==> config.mk <==
export PLATFORM = sky130hd
export DESIGN_NAME = pdq_div
export DESIGN_NICKNAME = d
export VERILOG_FILES = /design/src/design/pdq_div.sv
export SDC_FILE = /design/constraint.sdc
export NUM_CORES = 1
export LEC_CHECK = 0
export BUFFER_PORTS_ARGS = -buffer_cell sky130_fd_sc_hd__buf_2
export CORE_MARGIN = 8
export CORE_UTILIZATION = 35
export CTS_BUF_LIST = sky130_fd_sc_hd__clkbuf_4 sky130_fd_sc_hd__clkbuf_8
export DETAILED_ROUTE_END_ITERATION = 12
export GPL_ROUTABILITY_DRIVEN = 0
export GPL_TIMING_DRIVEN = 1
export PLACE_DENSITY = 0.66
export SYNTH_ARGS = -nofsm -noshare
export SYNTH_HDL_FRONTEND = slang
export SYNTH_SLANG_ARGS = --single-unit
==> constraint.sdc <==
create_clock -name i_clk -period 2.3 [get_ports i_clk]
set_input_delay 0.23 -clock i_clk [delete_from_list [all_inputs] [get_ports i_clk]]
set_output_delay 0.23 -clock i_clk [all_outputs]
set_load 0.005 [all_outputs]
==> src/design/pdq_div.sv <==
// restoring divider, one quotient bit per cycle
// used by the top level for the sample position scaling; depends on no package
module pdq_div #(
    parameter int DW = 24,
    parameter int VW = 8
) (
    input  logic          i_clk,
    input  logic          i_rst_n,
    input  logic          i_start,
    input  logic [DW-1:0] i_dividend,
    input  logic [VW-1:0] i_divisor,
    output logic          o_busy,
    output logic          o_done,
    output logic [DW-1:0] o_quotient
);
    localparam int CNT_W = $clog2(DW + 1);

    logic [VW-1:0]    r_rem;
    logic [DW-1:0]    r_quo;
    logic [VW-1:0]    r_div;
    logic [CNT_W-1:0] r_cnt;
    logic             r_busy;
    logic             r_done;
    logic [VW:0]      n_trial;
    logic             n_ge;

    assign n_trial = {r_rem, r_quo[DW-1]};
    assign n_ge    = n_trial >= {1'b0, r_div};

    always_ff @(posedge i_clk) begin
        if (!i_rst_n) begin
            r_busy <= 1'b0;
            r_done <= 1'b0;
            r_cnt  <= '0;
        end else begin
            r_done <= 1'b0;
            if (i_start) begin
                r_busy <= 1'b1;
                r_cnt  <= CNT_W'(DW);
            end else if (r_busy) begin
                r_cnt <= r_cnt - 1'b1;
                if (r_cnt == CNT_W'(1)) begin
                    r_busy <= 1'b0;
                    r_done <= 1'b1;
                end
            end
        end
    end

    always_ff @(posedge i_clk) begin
        if (i_start) begin
            r_rem <= '0;
            r_quo <= i_dividend;
            r_div <= i_divisor;
        end else if (r_busy) begin
            r_rem <= n_ge ? VW'(n_trial - {1'b0, r_div}) : VW'(n_trial);
            r_quo <= {r_quo[DW-2:0], n_ge};
        end
    end

    assign o_busy     = r_busy;
    assign o_done     = r_done;
    assign o_quotient = r_quo;

    always_ff @(posedge i_clk) begin
        if (i_rst_n) begin
            assert (!(i_start && r_busy))
                else $error("divider restarted while busy");
        end
    end

endmodule

Yosys cells after proc, flatten, opt, wreduce, memory -nomap -nowiden
Cells that the tools add are included.
Cells by class
  add/sub/neg operators: 2
  multipliers: 0
  divide/modulo/power cells: 0
  order comparisons: 1
  equality and inequality tests: 1
  shift-type cells: 0
  muxes and demuxes: 9
  bitwise logic cells: 2
  reductions and logical operators: 3
Operators by type and width (count)
  24-bit 2-to-1 mux: 2
  5-bit 2-to-1 mux: 2
  9-bit by 8-bit greater-or-equal comparator with 1-bit output: 1
  8-bit 2-to-1 mux: 1
  8-bit subtractor: 1
  5-bit by 1-bit == test with 1-bit output, second input constant: 1
  5-bit by 1-bit subtractor with 5-bit output, second input constant: 1
  1-bit 2-to-1 mux: 4
  3-bit OR reduction: 1
  1-bit inverter: 2
  2-bit nonzero test: 1
  2-bit OR reduction: 1
Word-level totals
  register bits after elaboration: 47
  latch bits: 0
  memory bits (writable): 0
  memory bits (read-only): 0
  output and inout bits: 26
  memories kept: 0

Longest topological paths before layout
Gate-level depths: netlist of run 1.
  depth after elaboration: 4
  mapped depth: 8
  gate-level depth less buffers: 8

Worst setup path before layout of run 1
OpenSTA, ideal clock, no wires.
  path type: register -> register
  start: register r_div[6]
  end: register r_quo[0] (netlist: o_quotient[0]) (data pin)
  setup time: 260 ps
  arrival time: 1642 ps
  required time: 2040 ps
  setup slack: 398 ps
  cell stages (with the launch flop): 8
  buffers on the path: 1
  cells stage by stage: edfxtp_1 > inv_1 > ha_1 > a21o_1 > a221oi_2 > o21ai_2 > buf_6 > mux2_2
Between the ends
  word-level cells in the longest chain between the ends: 3
Ends and longest elaborated chain
  start, declared: RTL line 20  | logic [VW-1:0] r_div;
  start signal, assigned: RTL line 54  | r_div <= i_divisor;
  9-bit by 8-bit greater-or-equal comparator with 1-bit output: RTL line 28  | assign n_ge = n_trial >= {1'b0, r_div};
  24-bit 2-to-1 mux: RTL line 55  | end else if (r_busy) begin
  24-bit 2-to-1 mux: RTL line 51  | if (i_start) begin
  end signal, assigned: RTL line 53  | r_quo <= i_dividend;
  end signal, assigned: RTL line 57  | r_quo <= {r_quo[DW-2:0], n_ge};
  end, declared: RTL line 19  | logic [DW-1:0] r_quo;
No other way between the ends. The select of a mux whose other input is x is not followed.
A chain may end at the register's enable or synchronous reset.

Final worst setup path of run 1
  start: register r_div[6]
  end: register r_rem[2]
Between the ends
  word-level cells in the longest chain between the ends: 2
Ends and longest elaborated chain
  9-bit by 8-bit greater-or-equal comparator with 1-bit output: RTL line 28
  8-bit 2-to-1 mux: RTL line 56  | r_rem <= n_ge ? VW'(n_trial - {1'b0, r_div}) : VW'(n_trial);
  end signal, assigned: RTL line 56
  end, declared: RTL line 18  | logic [VW-1:0] r_rem;
No other way between the ends.

==> results.txt, run 1 <==
Post-cts gate resize count: 0
Path class of the lowest-slack min-delay path: input pin to flop
Setup violators final: 0
Overall fraction of global-route tracks in use: 10.1%
Number of DRC markers in iteration 0: 78
Count of pins over their slew limit: 0
Reg-to-reg setup timing slack: 0.21 ns
Overall overflow remaining after global route: 0
Count of max-cap constraint violations: 0
DRT Wirelength: 4860 um
Net Sw Power: 0.465 mW
Arrival time at the worst endpoint: 2.31 ns
Cell Rows: 29
Part of the Yosys area used for sequential elements: 54.4%
Core Region: 6390 sq um
Sink count of the clock tree: 47
Synthesized netlist net count: 230
Routed vias/inst: 4.84
Commonest register cell after synthesis: sky130_fd_sc_hd__edfxtp_1
Unrepaired setup endpoints after global routing: no
Synthesized cell area: 2320 sq um
Worst Clk Skew: 0.00398 ns
Die Ht: 97.4 um
Effective utilization at floorplan: 36.3%
Max_slew headroom: 56.2%
Critical-path maximum fanout: 12
Worst-Margin Slew: 0.656 ns
Pre-antenna DRT Iters: 4
Ports placed on the boundary: 61
Setup Total Neg Slack: 0 ns
Async set-reset flop share out of synthesis: 0%
Post-Synthesis Cells: 184
Deepest level of the CTS H-tree: 2
P_int: 1.44 mW
Total DRC errors in the routed layout: 0
First-pass GRT wire length: 8070 um
Routed len/inst: 14.8 um
DP HPWL: 3730 um
Hold slack: 0.107 ns
Number of nets in the layout: 296
Worst hold path startpoint: i_divisor[0]
Antenna diode instance count: 0
Fraction of layout cells with a size suffix above 1: 42.2%
Maximum clock frequency: 479 MHz
Crit path capture type: flop
Via count of the first global-routing pass: 1,710
CP Class: flop to flop
Required arrival time at the worst endpoint: 2.52 ns
IO buf count: 60
Hold buffers post-CTS: 0
Pin count of the biggest net entering global routing: 25
Cell area power density: 673 nW/um^2
Part of the power in registers: 53.9%
Clock share of power: 29.3%
Switching part of the total power: 24.5%
Crit. Startpoint: r_div[6]
Post-synth EDFFs: 32
Post-synthesis sequential element count: 47
Setup bufs post-CTS: 0
Clock Tree Root: sky130_fd_sc_hd__clkbuf_8
Number of buffers inserted during clock tree synthesis: 5
Syn_area_per_cell: 12.6 sq um
Number of buffers between clock root and the deepest sink: 2
Layout filler cell count: 613
R2r startpoint: r_div[6]
Antenna violations before repair: 0
Critical Path Start Type: flop
Clock network latency to the later pin of the worst-skew pair: 0.29 ns
Antenna viol nets, final: 0
Fin crit period: 2.09 ns
Warnings from Yosys: 0
Via count: 1,589
Area delta synth->final: 21.9%
Clock-pin slew reported for the worst setup and hold paths after clock tree synthesis: 0.09 ns
Hold Violations, Final: 0
Unique cell type count in the Yosys netlist: 42
Sum of internal, switching and leakage power: 1.90 mW
Lkg Pwr: 1.20 nW
Clock tree from TritonCTS: built
Die ar.: 9480 sq um
Width of the die: 97.4 um
Result of the run: finished, final reports clean
Max VDD drop: 486 uV
Power share of the combinational group: 16.9%
Final period util: 90.8%
path summary, 6_finish.rpt:
| kind | depth (start not counted) | to |
|---|---|---|
| worst max register to register | 7 | r_rem[2] |
| worst min register to register | 2 | r_rem[4] |
| worst min-delay path | 1 | r_div[0] |
| worst max-delay path | 7 | r_rem[2] |
metal layers:
layer | GRT usage [%] | routed length (um)
met3 | 4.98 | 453
met4 | 2.45 | 36
met5 | 0 | 0
met2 | 16.6 | 2240
met1 | 11.2 | 2130
cell usage in the layout, fill, tap and decap left out, drive strengths merged, types with 3 or more instances in the layout:
master and n:
buf 65, o21ai 5, a211oi 4, nand2 10, a21o 3, mux2 24
dfxtp 15, edfxtp 32, nand2b 5, ha 10, nor2 14, clkbuf 8
a21oi 5, xor2 7, mux2i 4, inv 13
cell families after synthesis:
family | after synthesis | synth area share [%]
AND/OR/NAND/NOR | 43 | 9.77
adder cells (fa/ha/maj) | 11 | 6.26
buffers and inverters | 19 | 3.40
flip-flops | 47 | 54.4
multiplexers | 28 | 13.4
XOR/XNOR | 9 | 3.40
AO/OA/AOI/OAI | 27 | 9.34
power by group through the flow:
stage          registers [mW]  clock network [mW]  logic (mW)
2_1_floorplan            1.04                   0       0.196
3_3_place_gp             1.04                   0       0.319
3_5_place_dp             1.04                   0       0.327
4_1_cts                  1.03               0.571       0.328
5_1_grt                  1.03               0.600       0.361
6_report                 1.02               0.556       0.321
registers in the layout, summed over array words and instances (netlist names):
signal	count
o_done	1
r_div	8
r_cnt	5
o_quotient	24
o_busy	1
r_rem	8
metrics by stage:
step	setup WS (ns)	utilization (%)	std cells	area, sq um
floorplan	0.398	-	184	2320
global placement	0.288	42.6	320	2720
detailed placement	0.212	42.6	320	2720
CTS	0.208	44.2	328	2830
global route	0.0368	44.2	328	2830
finish	0.212	44.2	328	2830
critical path, cell delays in order (launching register included):
cell,delay [ns]
sky130_fd_sc_hd__edfxtp_1,0.32
sky130_fd_sc_hd__inv_1,0.04
sky130_fd_sc_hd__ha_1,0.38
sky130_fd_sc_hd__and3_4,0.23
sky130_fd_sc_hd__nand3_2,0.07
sky130_fd_sc_hd__o21ai_2,0.53
sky130_fd_sc_hd__mux2i_1,0.19
sky130_fd_sc_hd__a211oi_2,0.24
synthesized netlist by cell type, drive strengths merged, types with 2 or more instances:
master	count	share of area [%]
a211oi	4	1.5
a21o	3	0.97
a21oi	5	1.1
buf	4	0.97
clkbuf	2	0.32
dfxtp	15	13
edfxtp	32	41
ha	10	5.4
inv	13	2.1
mux2	24	12
mux2i	4	1.7
nand2	10	1.6
nand2b	5	1.3
nand3	2	0.65
nor2	14	2.3
nor2b	2	0.54
nor3	2	0.43
o21a	2	0.65
o21ai	5	1.2
or4b	2	0.86
xnor2	2	0.76
xor2	7	2.6
cell type report:
type | instances | area [sq um] | area share, %
inverters | 13 | 48.8 | 1.73
flip-flops and latches | 47 | 1260 | 44.6
repair buffers | 65 | 338 | 12.0
multi-input cells | 118 | 977 | 34.6
clock buffers | 8 | 104 | 3.68
well taps | 77 | 96.3 | 3.41
Note: power is estimated with default switching activity, not from simulation.
==> run 2: changes to the inputs <==
--- a/config.mk
+++ b/config.mk
@@ -13,6 +13,7 @@
 export GPL_ROUTABILITY_DRIVEN = 0
 export GPL_TIMING_DRIVEN = 1
 export PLACE_DENSITY = 0.66
+export RECOVER_POWER = 100
 export SYNTH_ARGS = -nofsm -noshare
 export SYNTH_HDL_FRONTEND = slang
 export SYNTH_SLANG_ARGS = --single-unit
==> run 2 against run 1 <==
- hold slack worse by 0.0024 ns
- sequential share of layout area increased by 0.70 points
- total power is 0.60% lower
- die area did not move
- utilization fell by 0.69 points
- non-clock buffer count stayed put
- fmax is 1.1% lower
- flip-flop and latch count stayed put
- setup slack got worse by 0.023 ns
- largest power group unchanged
- highest routed layer unchanged
==> results.txt, run 2 (synthesis results as in run 1) <==
Lkg Pwr: 1.14 nW
Layout filler cell count: 624
Max_slew headroom: 49.0%
Effective utilization at floorplan: 36.3%
R2r startpoint: r_div[6]
Result of the run: finished, final reports clean
Total DRC errors in the routed layout: 0
Net Sw Power: 0.466 mW
DP HPWL: 3730 um
Number of buffers between clock root and the deepest sink: 2
Overall fraction of global-route tracks in use: 10.1%
Clock-pin slew reported for the worst setup and hold paths after clock tree synthesis: 0.09 ns
First-pass GRT wire length: 8070 um
Antenna violations before repair: 0
Clock share of power: 29.5%
Antenna viol nets, final: 0
Commonest cells after routing, fill and taps aside: sky130_fd_sc_hd__buf_2 (40), sky130_fd_sc_hd__edfxtp_1 (32), sky130_fd_sc_hd__mux2_2 (24)
Post-cts gate resize count: 0
Part of the power in registers: 54.3%
Cell area power density: 679 nW/um^2
Worst hold path startpoint: i_divisor[0]
Number of DRC markers in iteration 0: 71
R2R cell count: 7
Fin crit period: 2.11 ns
Routed vias/inst: 4.86
Die ar.: 9480 sq um
Area delta synth->final: 20.0%
Final period util: 91.8%
Via count of the first global-routing pass: 1,710
CP Class: flop to flop
Unrepaired setup endpoints after global routing: no
Width of the die: 97.4 um
IO buf count: 60
Crit path capture type: flop
Setup Total Neg Slack: 0 ns
Sink count of the clock tree: 47
Number of flip-flops in the largest register: 24
Required arrival time at the worst endpoint: 2.47 ns
Clock network latency to the later pin of the worst-skew pair: 0.29 ns
Die Ht: 97.4 um
Setup bufs post-CTS: 0
Clock tree from TritonCTS: built
P_int: 1.42 mW
Pin count of the biggest net entering global routing: 25
Hold Violations, Final: 0
Clock Tree Root: sky130_fd_sc_hd__clkbuf_8
DP Worst Slack: 0.212 ns
Hold buffers post-CTS: 0
Maximum clock frequency: 474 MHz
Count of pins over their slew limit: 0
Number of cells on the worst hold path: 1
Count of max-cap constraint violations: 0
Number of buffers inserted during clock tree synthesis: 5
DRT Wirelength: 4840 um
Path class of the lowest-slack min-delay path: input pin to flop
Crit. Startpoint: r_div[6]
Arrival time at the worst endpoint: 2.28 ns
Critical Path Start Type: flop
Ports placed on the boundary: 61
Power share of the combinational group: 16.2%
Most common cell after layout, fill and taps aside: sky130_fd_sc_hd__buf_2
Via count: 1,593
Fraction of layout cells with a size suffix above 1: 33.1%
Overall overflow remaining after global route: 0
Post-layout util: 43.6%
Switching part of the total power: 24.7%
Setup violators final: 0
Worst Clk Skew: 0.00365 ns
Hold slack: 0.105 ns
Antenna diode instance count: 0
Number of nets in the layout: 296
Cell Rows: 29
Deepest level of the CTS H-tree: 2
Core Region: 6390 sq um
Routed len/inst: 14.7 um
Pre-antenna DRT Iters: 4
Worst-Margin Slew: 0.765 ns
Min setup slack post-route: 0.189 ns
Max VDD drop: 483 uV
Critical-path maximum fanout: 12
==> run 2: path summary, 6_finish.rpt <==
check                  end  slack, ns
hold reg to reg   r_rem[3]       0.50
hold / removal    r_div[0]       0.10
setup / recovery  r_rem[2]       0.19
setup reg to reg  r_rem[2]       0.19
==> run 2: per-stage QoR <==
stage	power [mW]	area [sq um]	cells
after floorplan	1.24	2320	184
after detailed placement	1.37	2720	320
after global routing	1.98	2780	328
final	1.89	2780	328
after global placement	1.36	2720	320
after CTS	1.92	2830	328
==> run 2: per-layer routing <==
layer  GRT usage (%)  up-vias  share of wire (%)
met3            4.98        5                9.1
met4            2.45        0               0.83
li1                -      798                  -
met5               0        -                  0
met1            11.2      743                 44
met2            16.6       47                 46
==> run 2: power groups by stage <==
stage | Combinational [mW] | Clock, mW | Sequential [mW]
after floorplan | 0.196 | 0 | 1.04
after global placement | 0.319 | 0 | 1.04
after detailed placement | 0.327 | 0 | 1.04
after CTS | 0.328 | 0.571 | 1.03
after global routing | 0.347 | 0.600 | 1.04
final | 0.307 | 0.557 | 1.03
==> run 2: final cells by class <==
| type | count | area [sq um] | share of cell area, % |
|---|---|---|---|
| multi-input combinational | 118 | 967 | 34.8 |
| clock buffer | 8 | 104 | 3.73 |
| tap | 77 | 96.3 | 3.46 |
| sequential | 47 | 1260 | 45.3 |
| inverter | 13 | 48.8 | 1.75 |
| timing repair buffer | 65 | 304 | 10.9 |
==> run 2: critical path, cell delays in order (launching register included) <==
cell and delay, ns:
sky130_fd_sc_hd__edfxtp_1 0.32, sky130_fd_sc_hd__inv_1 0.04, sky130_fd_sc_hd__ha_1 0.37, sky130_fd_sc_hd__and3_1 0.22, sky130_fd_sc_hd__nand3_1 0.10, sky130_fd_sc_hd__o21ai_2 0.54, sky130_fd_sc_hd__mux2i_1 0.30, sky130_fd_sc_hd__a211oi_2 0.09
==> run 3: changes to the inputs <==
--- a/config.mk
+++ b/config.mk
@@ -5,6 +5,7 @@
 export SDC_FILE = /design/constraint.sdc
 export NUM_CORES = 1
 export LEC_CHECK = 0
+export ABC_AREA = 1
 export BUFFER_PORTS_ARGS = -buffer_cell sky130_fd_sc_hd__buf_2
 export CORE_MARGIN = 8
 export CORE_UTILIZATION = 35
==> run 3 against run 2 <==
- routed wire length is 13% higher
- sequential share of layout area is 1.4 points lower
- total power is 0.92% lower
- synthesized cell count is 56% higher
- count of clock-buffer cells in the layout is 2 lower
- clock skew is 0.011 ns higher
- critical endpoint is now o_quotient[0]
==> results.txt, run 3 <==
Overall fraction of global-route tracks in use: 11.3%
Worst-Margin Slew: 1.09 ns
Antenna viol nets, final: 0
Critical-path maximum fanout: 10
CP max stage cell: sky130_fd_sc_hd__o21a_1
Reg-to-reg setup timing slack: 0.42 ns
CP Class: flop to flop
Worst path most repeated cell: sky130_fd_sc_hd__nand2_1
Part of the Yosys area used for sequential elements: 52.1%
Antenna violations before repair: 0
Most common cell after layout, fill and taps aside: sky130_fd_sc_hd__nand2_1
Total DRC errors in the routed layout: 0
Area delta synth->final: 18.7%
Number of nets in the layout: 397
Antenna diode instance count: 0
Min setup slack post-route: 0.422 ns
R2R cell count: 7
Syn_area_per_cell: 8.43 sq um
DP Worst Slack: 0.432 ns
Worst Clk Skew: 0.0144 ns
Number of DRC markers in iteration 0: 144
Routed vias/inst: 4.62
Hold Violations, Final: 0
Synthesized cell area: 2420 sq um
Clock network latency to the later pin of the worst-skew pair: 0.31 ns
Hold buffers post-CTS: 0
Die ar.: 9830 sq um
Crit. Startpoint: r_div[6]
Cell Rows: 30
Post-synthesis sequential element count: 47
Number of cells on the worst hold path: 1
DRT Wirelength: 5440 um
Worst hold path startpoint: i_divisor[0]
Critical R2R Capture: o_quotient[0]
Count of pins over their slew limit: 0
Share of Yosys cell area claimed by the top area cell type: 39.7%
Leading post-synthesis cells by instance count: sky130_fd_sc_hd__nand2_1 (129), sky130_fd_sc_hd__inv_1 (33), sky130_fd_sc_hd__edfxtp_1 (32)
Ports placed on the boundary: 61
Post-Layout Inst Area: 2870 sq um
Overall overflow remaining after global route: 0
Lkg Pwr: 1.43 nW
Maximum clock frequency: 532 MHz
Arrival time at the worst endpoint: 1.91 ns
Via count: 1,994
Setup Total Neg Slack: 0 ns
Clock Tree Root: sky130_fd_sc_hd__clkbuf_8
Deepest level of the CTS H-tree: 2
Max_slew headroom: 27.4%
Post-synth EDFFs: 32
Post-Synthesis Cells: 287
Number of buffers inserted during clock tree synthesis: 5
Final period util: 81.7%
Count of max-cap constraint violations: 0
Crit path largest cell delay: 0.46 ns
Hold slack: 0.0913 ns
Setup bufs post-CTS: 0
Series of cell instances along the critical path: inv_1 > ha_1 > nand2_1 > nand2_1 > a21oi_1 > o21a_1 > a31oi_1
Cell area power density: 652 nW/um^2
Placed cell count: 424
Crit path capture type: flop
Warnings from Yosys: 0
Pre-antenna DRT Iters: 4
R2r startpoint: r_div[6]
Pin count of the biggest net entering global routing: 29
Number of buffers between clock root and the deepest sink: 2
First-pass GRT wire length: 9020 um
Sink count of the clock tree: 47
Core Region: 6760 sq um
Synthesized netlist net count: 333
Critical Path Start Type: flop
Die Ht: 99.1 um
Width of the die: 99.1 um
Leading cell type by number of instances after synthesis: sky130_fd_sc_hd__nand2_1
Clock-pin slew reported for the worst setup and hold paths after clock tree synthesis: 0.10 ns
Post-layout util: 42.5%
Synth area leader: sky130_fd_sc_hd__edfxtp_1
Effective utilization at floorplan: 35.8%
DP HPWL: 4160 um
IO buf count: 60
Fin crit period: 1.88 ns
Result of the run: finished, final reports clean
Post-DP Area: 2810 sq um
Number of flip-flops in the largest register: 24
Post-route insts no fill: 432
Clock tree from TritonCTS: built
Routed len/inst: 12.6 um
Via count of the first global-routing pass: 1,963
Fraction of layout cells with a size suffix above 1: 15.3%
Post-cts gate resize count: 0
Setup violators final: 0
Async set-reset flop share out of synthesis: 0%
Largest cells by area after synthesis: sky130_fd_sc_hd__edfxtp_1 (40%), sky130_fd_sc_hd__nand2_1 (20%), sky130_fd_sc_hd__dfxtp_1 (12%)
Required arrival time at the worst endpoint: 2.34 ns
Commonest register cell after synthesis: sky130_fd_sc_hd__edfxtp_1
Worst Hold End: r_div[0]
Unique cell type count in the Yosys netlist: 30
Path class of the lowest-slack min-delay path: input pin to flop
Unrepaired setup endpoints after global routing: no
Sum of internal, switching and leakage power: 1.87 mW
Max VDD drop: 331 uV
Commonest cells after routing, fill and taps aside: sky130_fd_sc_hd__nand2_1 (129), sky130_fd_sc_hd__buf_2 (39), sky130_fd_sc_hd__inv_1 (34)
==> run 3: cell types whose count changed after synthesis, sizes merged, moves of 3 or more <==
| cell | previous run | this run |
|---|---|---|
| a211oi | 4 | 1 |
| a21o | 3 | 0 |
| inv | 13 | 34 |
| mux2 | 24 | 0 |
| mux2i | 4 | 0 |
| nand2 | 10 | 130 |
| nand2b | 5 | 0 |
| nand3 | 2 | 18 |
| nand3b | 1 | 6 |
| o21ai | 5 | 0 |
| xor2 | 7 | 3 |
==> run 3: worst max path at each step <==
stage / end / slack (ns)
2_1_floorplan: r_rem[4] / 0.72
3_3_place_gp: o_quotient[0] / 0.43
3_5_place_dp: o_quotient[0] / 0.43
4_1_cts: o_quotient[0] / 0.42
5_1_grt: r_rem[7] / 0.28
6_report: o_quotient[0] / 0.42
==> run 3: worst max-delay path: cells and delay by family (launching register included) <==
family | cells | cell delay [ns]
compound gates | 3 | 0.77
fa+ha+maj | 1 | 0.27
simple gates | 2 | 0.15
flops | 1 | 0.37
buf+inv | 1 | 0.07
==> run 3: area by class of cell <==
class / instances / area, sq um
clock buffer: 6 / 82.6
clock inverter: 2 / 16.3
fill: 703 / 3890
inverter: 34 / 128
multi-input combinational: 200 / 996
sequential: 47 / 1260
tap: 80 / 100
timing repair buffer: 63 / 287
==> run 3: power by group <==
part,internal [mW],leakage (nW),switching (mW)
clock,0.246,0.0474,0.288
sequential,0.985,0.447,0.0402
combinational,0.125,0.932,0.188
total,1.36,1.43,0.516
==> run 3: cells by family (layout without fill, tap and decap cells) <==
group                    count (synthesis)  after routing  synth area share, %
AO/OA/AOI/OAI                           10             10                 2.64
adder cells (fa/ha/maj)                 11             11                 6.00
buffers and inverters                   40            105                 6.67
XOR/XNOR                                 4              4                 1.45
flip-flops                              47             47                 52.1
AND/OR/NAND/NOR                        175            175                 31.1
==> run 3: routing by layer <==
| layer | vias up | global-route usage, % | wire, um |
|---|---|---|---|
| met5 | - | 0 | 0 |
| met4 | 0 | 3.49 | 73 |
| met3 | 7 | 4.26 | 383 |
| met2 | 49 | 17.7 | 2440 |
| met1 | 900 | 14.2 | 2550 |
| li1 | 1038 | - | - |
